`config.mk`:
```
export PLATFORM = sky130hd
export DESIGN_NAME = tvws_ctrl
export DESIGN_NICKNAME = d
export VERILOG_FILES = /design/src/sv/tvws_pkg.sv /design/src/sv/tvws_ctrl.sv
export SDC_FILE = /design/constraint.sdc
export NUM_CORES = 1
export LEC_CHECK = 0
export BUFFER_PORTS_ARGS = -buffer_cell sky130_fd_sc_hd__buf_2
export CORE_AREA = 2 2 39 41
export CTS_BUF_LIST = sky130_fd_sc_hd__clkbuf_2 sky130_fd_sc_hd__clkbuf_4 sky130_fd_sc_hd__clkbuf_8
export DETAILED_ROUTE_END_ITERATION = 7
export DIE_AREA = 0 0 41 43
export SLEW_MARGIN = 20
export SYNTH_ARGS = -nofsm -noshare
export SYNTH_HDL_FRONTEND = slang
export SYNTH_SLANG_ARGS = --single-unit
```
`constraint.sdc`:
```
create_clock -name clk -period 1.46 [get_ports clk]
set_input_delay 0.219 -clock clk [delete_from_list [all_inputs] [get_ports clk]]
set_output_delay 0.219 -clock clk [all_outputs]
set_load 0.02 [all_outputs]
```
`src/sv/tvws_pkg.sv`:
```
// Shared types, constants and the sine lookup for the three-voice wavetable sequencer.
// No dependencies; every other file refers to this package by scoped names.
package tvws_pkg;

    localparam int POS_W      = 6;
    localparam int WAVE_W     = 5;
    localparam int PERIOD_W   = 32;
    localparam int SAMPLE_W   = 13;
    localparam int FUNC_W     = 3;
    localparam int VOICE_W    = 2;
    localparam int NUM_VOICES = 3;
    localparam int SUM_W      = 14;   // three sine values of up to 4096
    localparam int CNT_W      = 2;

    // divide by three: floor(sum * 43691 / 2^17) is exact for sum <= 12288
    localparam int            RECIP_SHIFT = 17;
    localparam logic [16:0]   RECIP_THREE = 17'd43691;
    localparam int            PROD_W      = SUM_W + RECIP_SHIFT;

    localparam logic [FUNC_W-1:0] FUNC_STEP  = 3'd0;
    localparam logic [FUNC_W-1:0] FUNC_TICK  = 3'd1;
    localparam logic [FUNC_W-1:0] FUNC_WRITE = 3'd2;
    localparam logic [FUNC_W-1:0] FUNC_PLAY  = 3'd3;
    localparam logic [FUNC_W-1:0] FUNC_PAUSE = 3'd4;
    localparam logic [FUNC_W-1:0] FUNC_STOP  = 3'd5;

    localparam logic KIND_SAMPLE = 1'b0;
    localparam logic KIND_RELOAD = 1'b1;

    localparam logic [SAMPLE_W-1:0] SAMPLE_MAX = 13'd4096;

    typedef struct packed {
        logic [FUNC_W-1:0]   func;
        logic [VOICE_W-1:0]  voice;
        logic [POS_W-1:0]    entry_index;
        logic [PERIOD_W-1:0] period_one;
        logic [PERIOD_W-1:0] period_two;
        logic [PERIOD_W-1:0] period_three;
    } req_t;

    typedef struct packed {
        logic                result_kind;
        logic [SAMPLE_W-1:0] sample;
        logic [PERIOD_W-1:0] reload_one;
        logic [PERIOD_W-1:0] reload_two;
        logic [PERIOD_W-1:0] reload_three;
    } rsp_t;

    // controller -> datapath
    typedef struct packed {
        logic capture;
        logic step_adv;
        logic step_wrap;
        logic tick;
        logic write_entry;
        logic play;
        logic pause;
        logic stop;
        logic mix;
        logic out_load;
    } cmd_t;

    // datapath -> controller
    typedef struct packed {
        logic [FUNC_W-1:0] func;
        logic              voice_ok;
        logic              playing;
        logic              pos_below_len;
        logic              out_free;
    } sts_t;

    function automatic logic [SAMPLE_W-1:0] sine_value(input logic [WAVE_W-1:0] idx);
        logic [SAMPLE_W-1:0] v;
        case (idx)
            5'd0:    v = 13'd2048;
            5'd1:    v = 13'd2448;
            5'd2:    v = 13'd2832;
            5'd3:    v = 13'd3186;
            5'd4:    v = 13'd3496;
            5'd5:    v = 13'd3751;
            5'd6:    v = 13'd3940;
            5'd7:    v = 13'd4057;
            5'd8:    v = 13'd4096;
            5'd9:    v = 13'd4057;
            5'd10:   v = 13'd3940;
            5'd11:   v = 13'd3751;
            5'd12:   v = 13'd3496;
            5'd13:   v = 13'd3186;
            5'd14:   v = 13'd2832;
            5'd15:   v = 13'd2448;
            5'd16:   v = 13'd2048;
            5'd17:   v = 13'd1648;
            5'd18:   v = 13'd1264;
            5'd19:   v = 13'd910;
            5'd20:   v = 13'd600;
            5'd21:   v = 13'd345;
            5'd22:   v = 13'd156;
            5'd23:   v = 13'd39;
            5'd24:   v = 13'd0;
            5'd25:   v = 13'd39;
            5'd26:   v = 13'd156;
            5'd27:   v = 13'd345;
            5'd28:   v = 13'd600;
            5'd29:   v = 13'd910;
            5'd30:   v = 13'd1264;
            5'd31:   v = 13'd1648;
            default: v = 13'd0;
        endcase
        return v;
    endfunction

endpackage

```
`src/sv/tvws_ctrl.sv`:
```
// Sequencing state machine: takes a request, issues datapath commands, waits on status.
// Depends on tvws_pkg (cmd_t, sts_t, function codes).
module tvws_ctrl
(
    input  logic             clk,
    input  logic             rst_n,
    input  logic             req_valid,
    output logic             req_stall,
    output tvws_pkg::cmd_t   cmd,
    input  tvws_pkg::sts_t   sts
);

    localparam logic [1:0] S_IDLE = 2'd0;
    localparam logic [1:0] S_EXEC = 2'd1;
    localparam logic [1:0] S_READ = 2'd2;
    localparam logic [1:0] S_MIX  = 2'd3;

    logic [1:0] state_reg;
    logic [1:0] state_next;

    assign req_stall = (state_reg != S_IDLE);

    always_comb
    begin
        state_next = state_reg;
        cmd        = '0;
        case (state_reg)
            S_IDLE:
            begin
                if (req_valid)
                begin
                    cmd.capture = 1'b1;
                    state_next  = S_EXEC;
                end
            end
            S_EXEC:
            begin
                state_next = S_IDLE;
                case (sts.func)
                    tvws_pkg::FUNC_STEP:
                    begin
                        if (sts.playing)
                        begin
                            if (sts.pos_below_len)
                            begin
                                cmd.step_adv = 1'b1;
                                state_next   = S_READ;
                            end
                            else
                            begin
                                cmd.step_wrap = 1'b1;
                            end
                        end
                    end
                    tvws_pkg::FUNC_TICK:
                    begin
                        if (sts.voice_ok)
                        begin
                            cmd.tick   = 1'b1;
                            state_next = S_READ;
                        end
                    end
                    tvws_pkg::FUNC_WRITE: cmd.write_entry = 1'b1;
                    tvws_pkg::FUNC_PLAY:  cmd.play        = 1'b1;
                    tvws_pkg::FUNC_PAUSE: cmd.pause       = 1'b1;
                    tvws_pkg::FUNC_STOP:  cmd.stop        = 1'b1;
                    default:              state_next      = S_IDLE;
                endcase
            end
            S_READ:
            begin
                cmd.mix    = 1'b1;
                state_next = S_MIX;
            end
            S_MIX:
            begin
                // hold until the output register can take the result
                if (sts.out_free)
                begin
                    cmd.out_load = 1'b1;
                    state_next   = S_IDLE;
                end
            end
            default: state_next = S_IDLE;
        endcase
    end

    always_ff @(posedge clk or negedge rst_n)
    begin
        if (!rst_n)
        begin
            state_reg <= S_IDLE;
        end
        else
        begin
            state_reg <= state_next;
        end
    end

endmodule

```
==> impl_metrics.csv <==
group,metric,value,unit
placement,io_buffers,20,
floorplanning,dieWidth,41,um
clock_network,cts_num_sinks,2,
route,met1_length,245,um
setup_path,reg2reg_slack,100,ps
logic_synthesis,postSynthCellCount,23,
clock_network,cts_buffers,3,
floorplanning,io_pins,21,
clock_network,cts_root_buffer,"clkbuf_4",
setup_path,cp_max_fo,5,
grt,antenna_found_initial,0,
job,cap_violations,0,
grt,grt-ovfl-total,0,
cells_and_area,antenna_cells,0,
route,vias,295,
route,met2_length,283,um
setup_path,r2r-start,"state_reg[0]",
cells_and_area,area_growth,125.3,%
timing,min_period,1556,ps
cells_and_area,fin_cells,68,
cells_and_area,drive_above_1_share,0.6731,
floorplanning,initial_core_util,0.1356,
logic_synthesis,ys.flop_type,"dfrtp_1",
grt,grt_max_degree,8,
clock_network,htree_levels,1,
route,top_layer_used,"met4",
hold_path,hp-class,"input pin to flip-flop",
grt,track_usage,0.08626,
grt,grt_pass1_wl,972,um
placement,gp_congestion,0.5853,
logic_synthesis,ys_ff_latch,2,
timing,worst_slack,-96.09,ps
floorplanning,core_area,1384,um2
placement,post-place-ws,78.41,ps
timing,setup_viol,5,
setup_path,critical_path_buf_inv_count,1,
timing,period_share,1.066,
setup_path,slowest_delay,430,ps
setup_path,cp.arrival,1340,ps
route,viasPerCell,4.338,
logic_synthesis,synth_cell_types,14,
timing,whs,271.1,ps
cells_and_area,fin_nets,64,
timing,slew_headroom,0.8557,
clock_network,clk_path_buf_depth,2,
route,drt_iter0_drc,0,
run_status,status,"finished with violations",
route,met3_length,91,um
power,leakage,0.2458,nW
clock_network,insertion_delay,220,ps
placement,placedCellCount,60,
grt,grt_pass1_vias,262,
run_status,violations,"negative setup slack",
setup_path,r2r_cells,5,
floorplanning,die-area,1763,um2
floorplanning,rows,14,
route,finalWirelength,624,um
timing,skew,1.099,ps
setup_path,cp_data_required_time,1240,ps
logic_synthesis,async_flop_share,1.000,
route,antenna_left,0,
setup_path,endpoint_kind,"output pin",
floorplanning,fp.dieH,43,um
clock_network,cts_tree,"yes",
timing,rsz0062_at_grt,"yes",
route,drt_first_pass_iters,1,
logic_synthesis,synth_area,187.7,um2
setup_path,cp-start-kind,"flip-flop",
hold_path,whs_path_depth,3,
setup_path,crit_cells,3,
timing,worst_pin_slew,213.4,ps
timing,maxSlewViolCount,0,
clock_network,path_clk_slew,30,ps
logic_synthesis,yosys_warnings,0,
logic_synthesis,synth_enable_flop_cells,0,
logic_synthesis,avgSynthCellArea,8.160,um2
route,wl_per_cell,9.176,um
power,power_density,1534,nW/um2
setup_path,slowest_stage,"dfrtp_2",
timing,max_freq,642.6,MHz
setup_path,crit_end,"cmd[8]",
setup_path,cp_top_family,"simple AND/OR/NAND/NOR gates",
setup_path,crit_type,"flip-flop to output pin",
logic_synthesis,ys_seq_area_frac,0.2667,
placement,dpl.hpwl,465.5,um
cells_and_area,fill_cells,157,
power,vdd_drop_max,0.0008337,V
timing,hold_viol,0,
setup_path,crit_chain,"nor4b_4 > and4b_1 > buf_4",
logic_synthesis,synthesis.nets,33,
route,drcViolationCount,0,
-- layout by cell type, fill, tap and decap left out --
cell type and n:
inv_1 1, and3_1 3, clkbuf_4 3, dfrtp_2 2, buf_6 2, nor2_1 2
buf_2 14, and3_2 1, and4b_1 2, buf_4 9, nor2_2 1, o21ai_0 1
nand2_1 3, a211o_1 1, or2_4 1, nor2b_1 2, dlygate4sd3_1 1, nor4bb_2 1
nor4b_4 1, nor3b_1 1
-- kinds of logic after synthesis --
logic type      Yosys count  share of synthesized area
simple gates             18                     0.6400
compound gates            2                    0.07332
buf+inv                   1                    0.01998
flops                     2                     0.2667
-- area by class of cell --
cell class,count,area (um2),area share
Tap cell,16,20.02,0.04734
Timing Repair Buffer,26,170.2,0.4024
Multi-Input combinational cell,20,153.9,0.3639
Clock buffer,3,22.52,0.05325
Sequential cell,2,52.55,0.1243
Inverter,1,3.754,0.008876
-- cells in the mapped netlist, drive strengths merged, types with 2 or more instances --
cell type,count,area (um2)
and4b,2,20.02
nor2,3,11.26
and3,4,26.28
nor2b,2,12.51
nand2,3,11.26
dfrtp,2,50.05
-- per-layer routing --
metal	track usage	vias up
li1	-	144
met1	0.09295	130
met2	0.1125	19
met3	0.07853	2
met4	0.04000	0
met5	0	-
-- power breakdown --
| group | total, W | switching (W) | leakage, nW | internal, W |
|---|---|---|---|---|
| registers | 0.000121 | 0.0000336 | 0.0230 | 0.0000871 |
| clock network | 0.000122 | 0.0000315 | 0.0138 | 0.0000906 |
| logic | 0.000406 | 0.000184 | 0.209 | 0.000222 |
| total | 0.000649 | 0.000249 | 0.246 | 0.000399 |
-- timing repair --
item | in CTS | in global routing
buffers inserted | 3 | 1
hold buffers | 1 | 0
pin swaps | 4 | 3
hold endpoints to repair | 2 | 0
gates resized for setup | 5 | 8
setup endpoints to repair | 6 | 8
-- worst min-delay path: cells and delay by family --
kind                   cells  cell delay [ps]
AOI/OAI and AO/OA          1               70
buffers and inverters      2              160
-- worst min-delay path by stage --
stage          startpoint            to  slack, ps
6_report        req_valid  state_reg[0]        270
5_1_grt         req_valid  state_reg[0]        290
4_1_cts         req_valid  state_reg[0]        260
3_5_place_dp        rst_n  state_reg[0]          7
3_3_place_gp        rst_n  state_reg[0]          5
2_1_floorplan       rst_n     async pin        -80
-- per-stage QoR --
stage	power (W)	TNS (ps)	utilization	area (um2)
after floorplan	0.0002949	0	-	193.9
after global placement	0.0004036	0	0.2324	321.6
after detailed placement	0.0004037	0	0.2324	321.6
after CTS	0.0005898	-301.4	0.2803	387.9
after global routing	0.0007016	-846.2	0.3056	422.9
final	0.0006486	-248.5	0.3056	422.9
Note: power is estimated with default switching activity, not from simulation.
